==> config.mk <==
export PLATFORM = sky130hd
export DESIGN_NAME = lru_frame_replacer
export DESIGN_NICKNAME = d
export VERILOG_FILES = /design/src/sv/lfr_pkg.sv /design/src/sv/lfr_ram.sv /design/src/sv/lru_frame_replacer.sv
export SDC_FILE = /design/constraint.sdc
export NUM_CORES = 1
export LEC_CHECK = 0
export BUFFER_PORTS_ARGS = -buffer_cell sky130_fd_sc_hd__buf_4
export CAP_MARGIN = 10
export CORE_MARGIN = 1
export CORE_UTILIZATION = 30
export CTS_BUF_LIST = sky130_fd_sc_hd__clkbuf_8
export CTS_CLUSTER_DIAMETER = 100
export CTS_CLUSTER_SIZE = 25
export DETAILED_ROUTE_END_ITERATION = 12
export GPL_ROUTABILITY_DRIVEN = 1
export SETUP_SLACK_MARGIN = 0.02
export SLEW_MARGIN = 10
export SYNTH_ARGS = -nofsm -noshare
export SYNTH_HDL_FRONTEND = slang
export SYNTH_SLANG_ARGS = --single-unit
==> constraint.sdc <==
create_clock -name clock -period 4.3 [get_ports clock]
set_input_delay 0.86 -clock clock [delete_from_list [all_inputs] [get_ports clock]]
set_output_delay 0.86 -clock clock [all_outputs]
set_load 0.02 [all_outputs]
==> src/sv/lfr_pkg.sv <==
// ----------------------------------------------------------------------------
// lfr_pkg
// shared types and constants for the lru frame replacer
// ----------------------------------------------------------------------------
package lfr_pkg;
   localparam int NumFrames = 64;
   localparam int FrameW    = $clog2(NumFrames);
   localparam int CountW    = $clog2(NumFrames + 1);

   typedef enum logic [1:0] {
      OP_VICTIM = 2'd0,
      OP_PIN    = 2'd1,
      OP_UNPIN  = 2'd2,
      OP_NONE   = 2'd3
   } op_type;

   typedef enum logic [2:0] {
      ST_IDLE,
      ST_SCAN,
      ST_SHIFT,
      ST_APPEND,
      ST_DONE
   } state_type;

   localparam logic [0:0] ADDR_CAPACITY = 1'b0;
endpackage

==> src/sv/lfr_ram.sv <==
// ----------------------------------------------------------------------------
// lfr_ram
// generic single write, single read ram with registered read
// ----------------------------------------------------------------------------
module lfr_ram #(
   parameter int Width = 8,
   parameter int Depth = 64
) (
   input  logic                     clock,
   input  logic                     wr_en,
   input  logic [$clog2(Depth)-1:0] wr_addr,
   input  logic [Width-1:0]         wr_data,
   input  logic [$clog2(Depth)-1:0] rd_addr,
   output logic [Width-1:0]         rd_data
);
   logic [Width-1:0] mem [Depth];

   always_ff @(posedge clock) begin
      if (wr_en) begin
         mem[wr_addr] <= wr_data;
      end
      rd_data <= mem[rd_addr];
   end
endmodule

==> src/sv/lru_frame_replacer.sv <==
// ----------------------------------------------------------------------------
// lru_frame_replacer
// lru replacer with pinning, recency order held in a ram
// ----------------------------------------------------------------------------
// a pin needs no ram pass; a victim scans the order and closes the gap, an unpin may also append
// the order ram has one read and one write port: scan reads one entry a
// cycle, the gap close shifts one entry a cycle
// throughput: one transaction at a time, next accepted the cycle after the result is taken
// reset: flags, counts and capacity (64) reset at once, no clearing pass
module lru_frame_replacer (
   input  logic        clock,
   input  logic        reset,
   input  logic        req_valid,
   output logic        req_ready,
   input  logic [1:0]  req_op,
   input  logic [5:0]  req_frame,
   output logic        rsp_valid,
   input  logic        rsp_ready,
   output logic        rsp_found,
   output logic [5:0]  rsp_victim_frame,
   output logic [6:0]  rsp_evictable_count,
   input  logic        psel,
   input  logic        penable,
   input  logic        pwrite,
   input  logic [2:0]  paddr,
   input  logic [31:0] pwdata,
   output logic [31:0] prdata,
   output logic        pready
);
   localparam int FW = lfr_pkg::FrameW;
   localparam int CW = lfr_pkg::CountW;

   lfr_pkg::state_type state_ff, state_in;
   logic [lfr_pkg::NumFrames-1:0] tracked_ff, tracked_in, evict_ff, evict_in;
   logic [CW-1:0] len_ff, len_in, total_ff, total_in, cap_ff;
   logic [CW-1:0] pos_ff, pos_in;
   logic          rd_pend_ff, rd_pend_in;
   lfr_pkg::op_type op_ff, op_in;
   logic [FW-1:0] frame_ff, frame_in;
   logic          found_ff, found_in, rsp_valid_ff, rsp_valid_in;
   logic [FW-1:0] victim_ff, victim_in;

   logic          wr_en;
   logic [FW-1:0] wr_addr, wr_data, rd_addr, rd_data;

   lfr_ram #(.Width(FW), .Depth(lfr_pkg::NumFrames)) u_order (
      .clock(clock), .wr_en(wr_en), .wr_addr(wr_addr), .wr_data(wr_data),
      .rd_addr(rd_addr), .rd_data(rd_data)
   );

   // csr
   logic cfg_wr;
   assign cfg_wr = psel && penable && pwrite;
   assign pready = 1'b1;
   assign prdata = (paddr[2] == lfr_pkg::ADDR_CAPACITY) ? {25'd0, cap_ff} : 32'd0;

   always_ff @(posedge clock) begin
      if (reset) begin
         cap_ff <= CW'(64);
      end else if (cfg_wr && paddr[2] == lfr_pkg::ADDR_CAPACITY) begin
         cap_ff <= pwdata[CW-1:0];
      end
   end

   assign req_ready = (state_ff == lfr_pkg::ST_IDLE);
   assign rsp_valid = rsp_valid_ff;
   assign rsp_found = found_ff;
   assign rsp_victim_frame = victim_ff;
   assign rsp_evictable_count = total_ff;

   // next state
   always_comb begin
      state_in = state_ff;
      unique case (state_ff)
         lfr_pkg::ST_IDLE: begin
            if (req_valid) begin
               state_in = lfr_pkg::ST_DONE;
               if (lfr_pkg::op_type'(req_op) == lfr_pkg::OP_VICTIM) begin
                  state_in = lfr_pkg::ST_SCAN;
               end else if (lfr_pkg::op_type'(req_op) == lfr_pkg::OP_UNPIN) begin
                  if (tracked_ff[req_frame]) begin
                     if (!evict_ff[req_frame]) state_in = lfr_pkg::ST_SCAN;
                  end else if (total_ff < cap_ff && len_ff < CW'(lfr_pkg::NumFrames)) begin
                     state_in = lfr_pkg::ST_APPEND;
                  end
               end
            end
         end
         lfr_pkg::ST_SCAN: begin
            if (rd_pend_ff) begin
               if ((op_ff == lfr_pkg::OP_VICTIM && evict_ff[rd_data]) ||
                   (op_ff == lfr_pkg::OP_UNPIN && rd_data == frame_ff)) begin
                  state_in = lfr_pkg::ST_SHIFT;
               end else if (pos_ff + CW'(1) >= len_ff) begin
                  state_in = lfr_pkg::ST_DONE;
               end
            end else if (pos_ff >= len_ff) begin
               state_in = lfr_pkg::ST_DONE;
            end
         end
         lfr_pkg::ST_SHIFT: begin
            if (pos_ff + CW'(1) >= len_ff) begin
               state_in = (op_ff == lfr_pkg::OP_UNPIN) ? lfr_pkg::ST_APPEND : lfr_pkg::ST_DONE;
            end
         end
         lfr_pkg::ST_APPEND: state_in = lfr_pkg::ST_DONE;
         lfr_pkg::ST_DONE: if (rsp_ready && rsp_valid_ff) state_in = lfr_pkg::ST_IDLE;
         default: state_in = lfr_pkg::ST_IDLE;
      endcase
   end

   // datapath and outputs
   always_comb begin
      tracked_in = tracked_ff;
      evict_in = evict_ff;
      len_in = len_ff;
      total_in = total_ff;
      pos_in = pos_ff;
      rd_pend_in = 1'b0;
      op_in = op_ff;
      frame_in = frame_ff;
      found_in = found_ff;
      victim_in = victim_ff;
      rsp_valid_in = rsp_valid_ff;
      wr_en = 1'b0;
      wr_addr = pos_ff[FW-1:0];
      wr_data = rd_data;
      rd_addr = pos_ff[FW-1:0];
      unique case (state_ff)
         lfr_pkg::ST_IDLE: begin
            if (req_valid) begin
               op_in = lfr_pkg::op_type'(req_op);
               frame_in = req_frame;
               found_in = 1'b0;
               victim_in = '0;
               pos_in = '0;
               rd_addr = '0;
               rd_pend_in = (len_ff != '0);
               if (lfr_pkg::op_type'(req_op) == lfr_pkg::OP_PIN &&
                   tracked_ff[req_frame] && evict_ff[req_frame]) begin
                  evict_in[req_frame] = 1'b0;
                  if (total_ff != '0) total_in = total_ff - CW'(1);
               end
               if (lfr_pkg::op_type'(req_op) == lfr_pkg::OP_UNPIN &&
                   tracked_ff[req_frame] && !evict_ff[req_frame]) begin
                  evict_in[req_frame] = 1'b1;
                  total_in = total_ff + CW'(1);
               end
               if (lfr_pkg::op_type'(req_op) == lfr_pkg::OP_UNPIN &&
                   !tracked_ff[req_frame] && total_ff < cap_ff &&
                   len_ff < CW'(lfr_pkg::NumFrames)) begin
                  tracked_in[req_frame] = 1'b1;
                  evict_in[req_frame] = 1'b1;
                  total_in = total_ff + CW'(1);
               end
            end
         end
         lfr_pkg::ST_SCAN: begin
            if (rd_pend_ff) begin
               if (op_ff == lfr_pkg::OP_VICTIM && evict_ff[rd_data]) begin
                  found_in = 1'b1;
                  victim_in = rd_data;
                  tracked_in[rd_data] = 1'b0;
                  evict_in[rd_data] = 1'b0;
                  if (total_ff != '0) total_in = total_ff - CW'(1);
                  rd_addr = FW'(pos_ff + CW'(1));
                  rd_pend_in = 1'b1;
               end else if (op_ff == lfr_pkg::OP_UNPIN && rd_data == frame_ff) begin
                  rd_addr = FW'(pos_ff + CW'(1));
                  rd_pend_in = 1'b1;
               end else begin
                  pos_in = pos_ff + CW'(1);
                  rd_addr = FW'(pos_ff + CW'(1));
                  rd_pend_in = (pos_ff + CW'(1) < len_ff);
               end
            end
         end
         lfr_pkg::ST_SHIFT: begin
            // rd_data holds entry pos+1 when one exists
            if (pos_ff + CW'(1) < len_ff) begin
               wr_en = 1'b1;
               wr_addr = pos_ff[FW-1:0];
               wr_data = rd_data;
               pos_in = pos_ff + CW'(1);
               rd_addr = FW'(pos_ff + CW'(2));
            end else begin
               len_in = len_ff - CW'(1);
               pos_in = len_ff - CW'(1);
            end
         end
         lfr_pkg::ST_APPEND: begin
            wr_en = 1'b1;
            wr_addr = len_ff[FW-1:0];
            wr_data = frame_ff;
            len_in = len_ff + CW'(1);
         end
         lfr_pkg::ST_DONE: begin
            if (!rsp_valid_ff) rsp_valid_in = 1'b1;
            else if (rsp_ready) rsp_valid_in = 1'b0;
         end
         default: ;
      endcase
   end

   always_ff @(posedge clock) begin
      if (reset) begin
         state_ff <= lfr_pkg::ST_IDLE;
         tracked_ff <= '0;
         evict_ff <= '0;
         len_ff <= '0;
         total_ff <= '0;
         rsp_valid_ff <= 1'b0;
         rd_pend_ff <= 1'b0;
      end else begin
         state_ff <= state_in;
         tracked_ff <= tracked_in;
         evict_ff <= evict_in;
         len_ff <= len_in;
         total_ff <= total_in;
         rsp_valid_ff <= rsp_valid_in;
         rd_pend_ff <= rd_pend_in;
      end
   end

   always_ff @(posedge clock) begin
      pos_ff <= pos_in;
      op_ff <= op_in;
      frame_ff <= frame_in;
      found_ff <= found_in;
      victim_ff <= victim_in;
   end

   a_len_bound: assert property (@(posedge clock) disable iff (reset)
      len_ff <= CW'(lfr_pkg::NumFrames)) else $error("order length overflow");
   a_total_le_len: assert property (@(posedge clock) disable iff (reset)
      total_ff <= len_ff || state_ff != lfr_pkg::ST_IDLE) else $error("count exceeds order");
   a_evict_tracked: assert property (@(posedge clock) disable iff (reset)
      (evict_ff & ~tracked_ff) == '0) else $error("evictable frame not tracked");
   a_rsp_only_done: assert property (@(posedge clock) disable iff (reset)
      rsp_valid_ff |-> state_ff == lfr_pkg::ST_DONE) else $error("result outside done");
endmodule
==> flow_metrics.env, run 1 <==
export IMPL_numCtsBuffers=29
export IMPL_root_buffer="clkbuf_8"
export IMPL_die_x_um=304
export IMPL_hold_viol_final=0
export IMPL_yosysUniqueCellTypes=85
export IMPL_cp_max_fo=21
export IMPL_cts_tree="yes"
export IMPL_drt_initial_drc_count=2411
export IMPL_finalSetupTns_ns=0
export IMPL_postRouteAntennaNets=0
export IMPL_setup_violations=0
export IMPL_port_buffers=45
export IMPL_path_delay_family="compound AO/OA/AOI/OAI gates"
export IMPL_fillCellCount=9128
export IMPL_synth_top_family_by_area="simple AND/OR/NAND/NOR gates"
export IMPL_drive_above_1_share_pct=12.4
export IMPL_synthAdderAreaFrac_pct=1.28
export IMPL_grt_pass1_vias=20400
export IMPL_rsz0062_at_grt="no"
export IMPL_clk_pin_slew_ns=0.17
export IMPL_p_leak_nw=10.2
export IMPL_yosys_mux_area_fraction_pct=4.39
export IMPL_grt_usage_pct=17.2
export IMPL_wire_per_inst_um=20.7
export IMPL_path_cells="ha_1 -> nand3_1 -> nor2_1 -> xnor2_1 -> inv_1 -> ha_1 -> nand4_1 -> a21oi_2 -> o21ai_1 -> o211ai_1 -> clkbuf_16 -> buf_12 -> nand3_1 -> a32oi_1 -> o221ai_1 -> a22oi_1 -> o221ai_1"
export IMPL_yosysTopAreaCell="edfxtp_1"
export IMPL_crit_arrival_ns=4.58
export IMPL_peakVddDrop_mv=0.353
export IMPL_status="finished clean"
export IMPL_vias=21300
export IMPL_timing_max_transition_violations_final=0
export IMPL_dieArea_um2=92100
export IMPL_ctsLongestPathBuffers=3
export IMPL_drt_pass1_iterations=9
export IMPL_instances_no_fill=3930
export IMPL_syn_inst=2669
export IMPL_clock_sinks=566
export IMPL_layout_nets=2810
export IMPL_fp_coreArea_um2=90000
export IMPL_ys_seq_area_share_pct=56.4
export IMPL_syn2layout_area_growth_pct=11.7
export IMPL_critPathBufInv=3
export IMPL_place_congestion=0.920
export IMPL_antenna_found_initial=1
export IMPL_cp_slowest_cell="edfxtp_1"
export IMPL_routed_wirelength_mm=81.5
export IMPL_fmax_ghz=0.249
export IMPL_worstMarginPinSlew_ns=1.26
export IMPL_synth_simple_area_share_pct=16.5
export IMPL_row_count=110
export IMPL_ys_async_sr_fraction_pct=0
export IMPL_slew_headroom_pct=15.6
export IMPL_ff_latch_area_um2=15400
export IMPL_clk_latency_ns=0.73
export IMPL_synth_cell_area_um2=27300
export IMPL_grt_ovfl_total=0
export IMPL_hold_class="primary input to flip-flop"
export IMPL_post_route_period_util_pct=93.4
export IMPL_grt_start_max_net_pins=83
export IMPL_yosysWarningCount=0
export IMPL_synth_flop_cell="edfxtp_1"
export IMPL_synth_edf_count=406
export IMPL_start_util_pct=30.3
export IMPL_crit_required_ns=4.86
export IMPL_synth_top_cell_area_share_pct=44.7
export IMPL_crit_type="flip-flop to flip-flop"
export IMPL_synth_common_cells="nand2_1, edfxtp_1, nor2_1, o21ai_0, dfxtp_1"
export IMPL_synth_compound_area_share_pct=16.4
export IMPL_ctsHoldBuffers=0
export IMPL_power_density_nw_per_um2=466
export IMPL_io_pins=99
export IMPL_fin_worst_skew_ns=0.0794
export IMPL_crit_path_start_kind="flip-flop"
export IMPL_ys_seq_elements=566
export IMPL_drc=0
export IMPL_cap_violations=0
export IMPL_min_period_ns=4.02
export IMPL_grt_pass1_wl_mm=124
export IMPL_synth_most_common_cell="nand2_1"
export IMPL_worst_path_largest_cell_delay_ns=0.41
export IMPL_cts_max_level=1
export IMPL_ys_top_cells_by_area="edfxtp_1, dfxtp_1, nand2_1"
export IMPL_post_drt_via_cell_ratio=5.42
export IMPL_place_inst=3871
export IMPL_synth_xor_area_share_pct=0.771
export IMPL_multiInputGateArea_um2=10900
export IMPL_dp_hpwl_mm=52.4
export IMPL_avgSynthCellArea_um2=10.2
export IMPL_critPathCaptureType="flip-flop"
export IMPL_dieHeight_um=304
## report_power, final
| group | total [mW] | leakage [nW] | internal (mW) | switching, mW |
|---|---|---|---|---|
| Sequential | 6.75 | 4.98 | 6.49 | 0.257 |
| Clock | 2.57 | 0.345 | 0.801 | 1.77 |
| Combinational | 4.89 | 4.88 | 1.51 | 3.38 |
| Total | 14.2 | 10.2 | 8.80 | 5.40 |
## kinds of logic (layout without fill, tap and decap cells)
| logic type | after synthesis | after routing |
|---|---|---|
| simple gates | 1011 | 1011 |
| compound gates | 680 | 680 |
| flops | 566 | 566 |
| buf+inv | 259 | 319 |
| mux | 99 | 99 |
| fa+ha+maj | 28 | 28 |
| xor+xnor | 24 | 24 |
| other cells | 2 | 27 |
## placed cells by master, fill, tap and decap left out, types with 28 or more instances in the layout
master    instances
a211oi_1         65
mux2i_1          62
nand3b_1         32
clkbuf_8         29
a22oi_1          87
a21oi_1          98
nor2_1          252
edfxtp_1        406
o21ai_0         195
and2_1           59
buf_4           213
nor3_1           28
inv_1            49
dfxtp_1         159
a31oi_1          61
ha_1             28
nand2_1         459
nand3_1          76
## worst paths after layout
check	depth (start not counted)	end	slack [ns]	from
setup / recovery	17	u_order.rd_data[1]	0.28	pos_ff[1]
hold / removal	1	op_ff[0]	0.36	req_op[0]
setup reg to reg	17	u_order.rd_data[1]	0.28	pos_ff[1]
hold reg to reg	2	tracked_ff[22]	0.48	tracked_ff[22]
## per-layer routing
| layer | global-route usage [%] | vias to the layer above | part of all wire (%) |
|---|---|---|---|
| met3 | 2.01 | 149 | 7.2 |
| li1 | - | 9842 | - |
| met5 | 0 | - | 0 |
| met4 | 5.50 | 0 | 3.2 |
| met2 | 27.7 | 938 | 46 |
| met1 | 24.1 | 10400 | 44 |
## stage by stage
step           util (%)  setup WS (ns)  instance area, um^2  hold slack, ns  total power [mW]
3_5_place_dp       33.1         0.0546                29800           0.459              11.6
4_1_cts            33.8          0.110                30400           0.311              14.1
2_1_floorplan         -          0.556                27400           0.440              9.59
5_1_grt            33.8         0.0375                30500           0.345              14.8
6_report           33.8          0.282                30500           0.359              14.2
3_3_place_gp       33.1          0.114                29800           0.452              11.6
## cell type report
| class | count | area share [%] |
|---|---|---|
| Sequential cell | 566 | 50.5 |
| Clock buffer | 29 | 1.31 |
| Tap cell | 1176 | 4.83 |
| Clock inverter | 23 | 0.682 |
| Inverter | 38 | 0.468 |
| Antenna cell | 1 | 0.00822 |
| Multi-Input combinational cell | 1868 | 35.9 |
| Timing Repair Buffer | 229 | 6.29 |
## what timing repair did
| item | in CTS | in global routing |
|---|---|---|
| endpoints found under the setup margin | 0 | 6 |
| setup buffers | 0 | 5 |
| resized for setup | 0 | 9 |
No activity file was read; power rests on OpenSTA's default activity.
==> inputs of run 2 (changes only) <==
==> constraint.sdc (replaced) <==
create_clock -name clock -period 4.4 [get_ports clock]
set_input_delay 1.32 -clock clock [delete_from_list [all_inputs] [get_ports clock]]
set_output_delay 1.32 -clock clock [all_outputs]
set_load 0.02 [all_outputs]
==> run 2 against run 1 <==
The flow now finishes with violations (design-rule violations). Die area unchanged. Critical path depth unchanged. Combinational power down 2%. Hold slack better by 0.12 ns. Final area up 0.49%. Via count down 0.15%. Largest power group unchanged. Highest routed layer unchanged.
==> flow_metrics.env, run 2 (same netlist as run 1, synthesis figures left out) <==
export IMPL_hold_end="tracked_ff[14]"
export IMPL_setup_violations=0
export IMPL_row_count=110
export IMPL_hold_class="flip-flop to flip-flop"
export IMPL_antenna_found_initial=2
export IMPL_hold_depth=2
export IMPL_fillCellCount=9090
export IMPL_clk_latency_ns=0.74
export IMPL_min_from="tracked_ff[14]"
export IMPL_place_inst=3897
export IMPL_fin_worst_skew_ns=0.0692
export IMPL_cap_violations=0
export IMPL_path_delay_family="compound AO/OA/AOI/OAI gates"
export IMPL_power_switching_mw=5.29
export IMPL_grt_start_max_net_pins=72
export IMPL_cp_slowest_cell="or4_1"
export IMPL_r2r_slack_ns=0.30
export IMPL_crit_arrival_ns=4.70
export IMPL_p_leak_nw=10.3
export IMPL_dp_slack_ns=-0.159
export IMPL_drc=1
export IMPL_io_pins=99
export IMPL_port_buffers=45
export IMPL_layout_nets=2832
export IMPL_cts_tree="yes"
export IMPL_syn2layout_area_growth_pct=12.2
export IMPL_seq_power_share_pct=47.5
export IMPL_crit_required_ns=5.00
export IMPL_cts_max_level=1
export IMPL_critPathCaptureType="flip-flop"
export IMPL_ctsLongestPathBuffers=3
export IMPL_ff_latch_area_um2=15400
export IMPL_grt_usage_pct=17.0
export IMPL_root_buffer="clkbuf_8"
export IMPL_hold_viol_final=0
export IMPL_power_density_nw_per_um2=453
export IMPL_status="complete, but fails checks"
export IMPL_die_x_um=304
export IMPL_timing_max_transition_violations_final=0
export IMPL_drt_initial_drc_count=2298
export IMPL_fmax_ghz=0.244
export IMPL_post_drt_via_cell_ratio=5.38
export IMPL_routed_wirelength_mm=80.9
export IMPL_path_cells="ha_1 -> nand3_1 -> nor2_1 -> xnor2_1 -> inv_1 -> ha_1 -> a21oi_1 -> o21ai_1 -> o21ai_0 -> o211ai_1 -> buf_4 -> buf_4 -> a211oi_1 -> a31oi_1 -> a32oi_1 -> a21boi_0 -> or4_1"
export IMPL_grt_pass1_vias=19900
export IMPL_clk_pin_slew_ns=0.16
export IMPL_worst_path_largest_cell_delay_ns=0.53
export IMPL_rsz0062_at_grt="no"
export IMPL_min_period_ns=4.10
export IMPL_slew_headroom_pct=20.6
export IMPL_r2r_end="u_order.rd_data[4]"
export IMPL_drt_pass1_iterations=11
export IMPL_layout_commonest_cell="nand2_1"
export IMPL_instances_no_fill=3954
export IMPL_wire_per_inst_um=20.5
export IMPL_start_util_pct=30.3
export IMPL_violations="design-rule violations"
export IMPL_rr_worst_depth=17
export IMPL_power_frac_comb_pct=34.6
export IMPL_grt_ovfl_total=0
export IMPL_switching_share_pct=38.1
export IMPL_multiInputGateArea_um2=10900
export IMPL_vias=21300
export IMPL_dp_hpwl_mm=53.6
export IMPL_dieArea_um2=92100
export IMPL_worstMarginPinSlew_ns=1.18
export IMPL_crit_type="flip-flop to flip-flop"
export IMPL_peakVddDrop_mv=0.259
export IMPL_place_congestion=0.896
export IMPL_drive_above_1_share_pct=13.0
export IMPL_grt_pass1_wl_mm=121
export IMPL_r2r_start="pos_ff[0]"
export IMPL_post_route_period_util_pct=93.2
export IMPL_crit_path_start_kind="flip-flop"
export IMPL_p_clk_share_pct=17.9
export IMPL_p_int_mw=8.59
export IMPL_cp_max_fo=5
export IMPL_fp_coreArea_um2=90000
export IMPL_critPathBufInv=3
export IMPL_dieHeight_um=304
export IMPL_postRouteAntennaNets=0
export IMPL_numCtsBuffers=29
export IMPL_ctsHoldBuffers=0
export IMPL_final_cell_mix="nand2_1, edfxtp_1, nor2_1"
export IMPL_clock_sinks=566
export IMPL_setup_ws_ns=0.299
-- run 2: changes by cell type in the layout (fill, tap and decap cells not counted), sizes merged --
cell	delta
bufinv	-1
buf	+23
clkbuf	-1
inv	+3
-- run 2: through the flow --
stage | setup TNS [ns] | power, mW | hold slack [ns] | util (%) | instance area (um^2)
4_1_cts | 0 | 13.8 | 0.478 | 34.0 | 30600
3_3_place_gp | -5.66 | 11.4 | 0.449 | 33.3 | 30000
6_report | 0 | 13.9 | 0.484 | 34.0 | 30600
2_1_floorplan | 0 | 9.37 | 0.440 | - | 27400
3_5_place_dp | -6.33 | 11.4 | 0.458 | 33.3 | 30000
5_1_grt | 0 | 14.4 | 0.493 | 34.0 | 30600
-- run 2: power by group through the flow --
| stage | combinational [mW] | sequential (mW) | clock (mW) |
|---|---|---|---|
| after detailed placement | 4.71 | 6.71 | 0 |
| after global routing | 5.15 | 6.61 | 2.69 |
| after floorplan | 2.80 | 6.57 | 0 |
| final | 4.80 | 6.60 | 2.49 |
| after CTS | 4.72 | 6.59 | 2.53 |
| after global placement | 4.66 | 6.70 | 0 |
-- run 2: how the worst max path moves through the flow --
stage                     depth (start not counted)    startpoint  slack [ns]                endpoint
after CTS                                        16     pos_ff[0]        0.11      u_order.rd_data[4]
final                                            17     pos_ff[0]        0.30      u_order.rd_data[4]
after global placement                           13  req_frame[1]       -0.16  rsp_evictable_count[5]
after detailed placement                         13  req_frame[1]       -0.16               flip-flop
after floorplan                                  11  req_frame[1]        0.35  rsp_evictable_count[5]
after global routing                             17     pos_ff[0]        0.03      u_order.rd_data[0]
-- run 2: timing repair --
item                       CTS  global route
setup endpoints to repair    0             6
setup buffers                0             2
resized for setup            0             6
-- run 2: worst register-to-register path, delay by kind of cell (launching register included) --
| kind | cells | cell delay, ns |
|---|---|---|
| compound gates | 8 | 1.61 |
| flops | 1 | 0.43 |
| fa+ha+maj | 2 | 0.57 |
| xor+xnor | 1 | 0.21 |
| buf+inv | 3 | 0.45 |
| simple gates | 3 | 0.74 |
-- run 2: area by class of cell --
| type | count | share of cell area [%] |
|---|---|---|
| diodes | 1 | 0.00818 |
| clock inverters | 25 | 0.650 |
| repair buffers | 251 | 6.78 |
| flip-flops and latches | 566 | 50.3 |
| inverters | 38 | 0.466 |
| multi-input cells | 1868 | 35.7 |
| clock buffers | 29 | 1.30 |
| well taps | 1176 | 4.81 |
-- run 2: routing by layer --
layer,vias to the layer above,share of wire [%],wire [um],global-route usage (%)
li1,9900,-,-,-
met5,-,0,0,0
met4,0,2.6,2080,4.42
met1,10300,44,35300,23.4
met3,140,7.4,5980,2.16
met2,881,46,37600,27.9
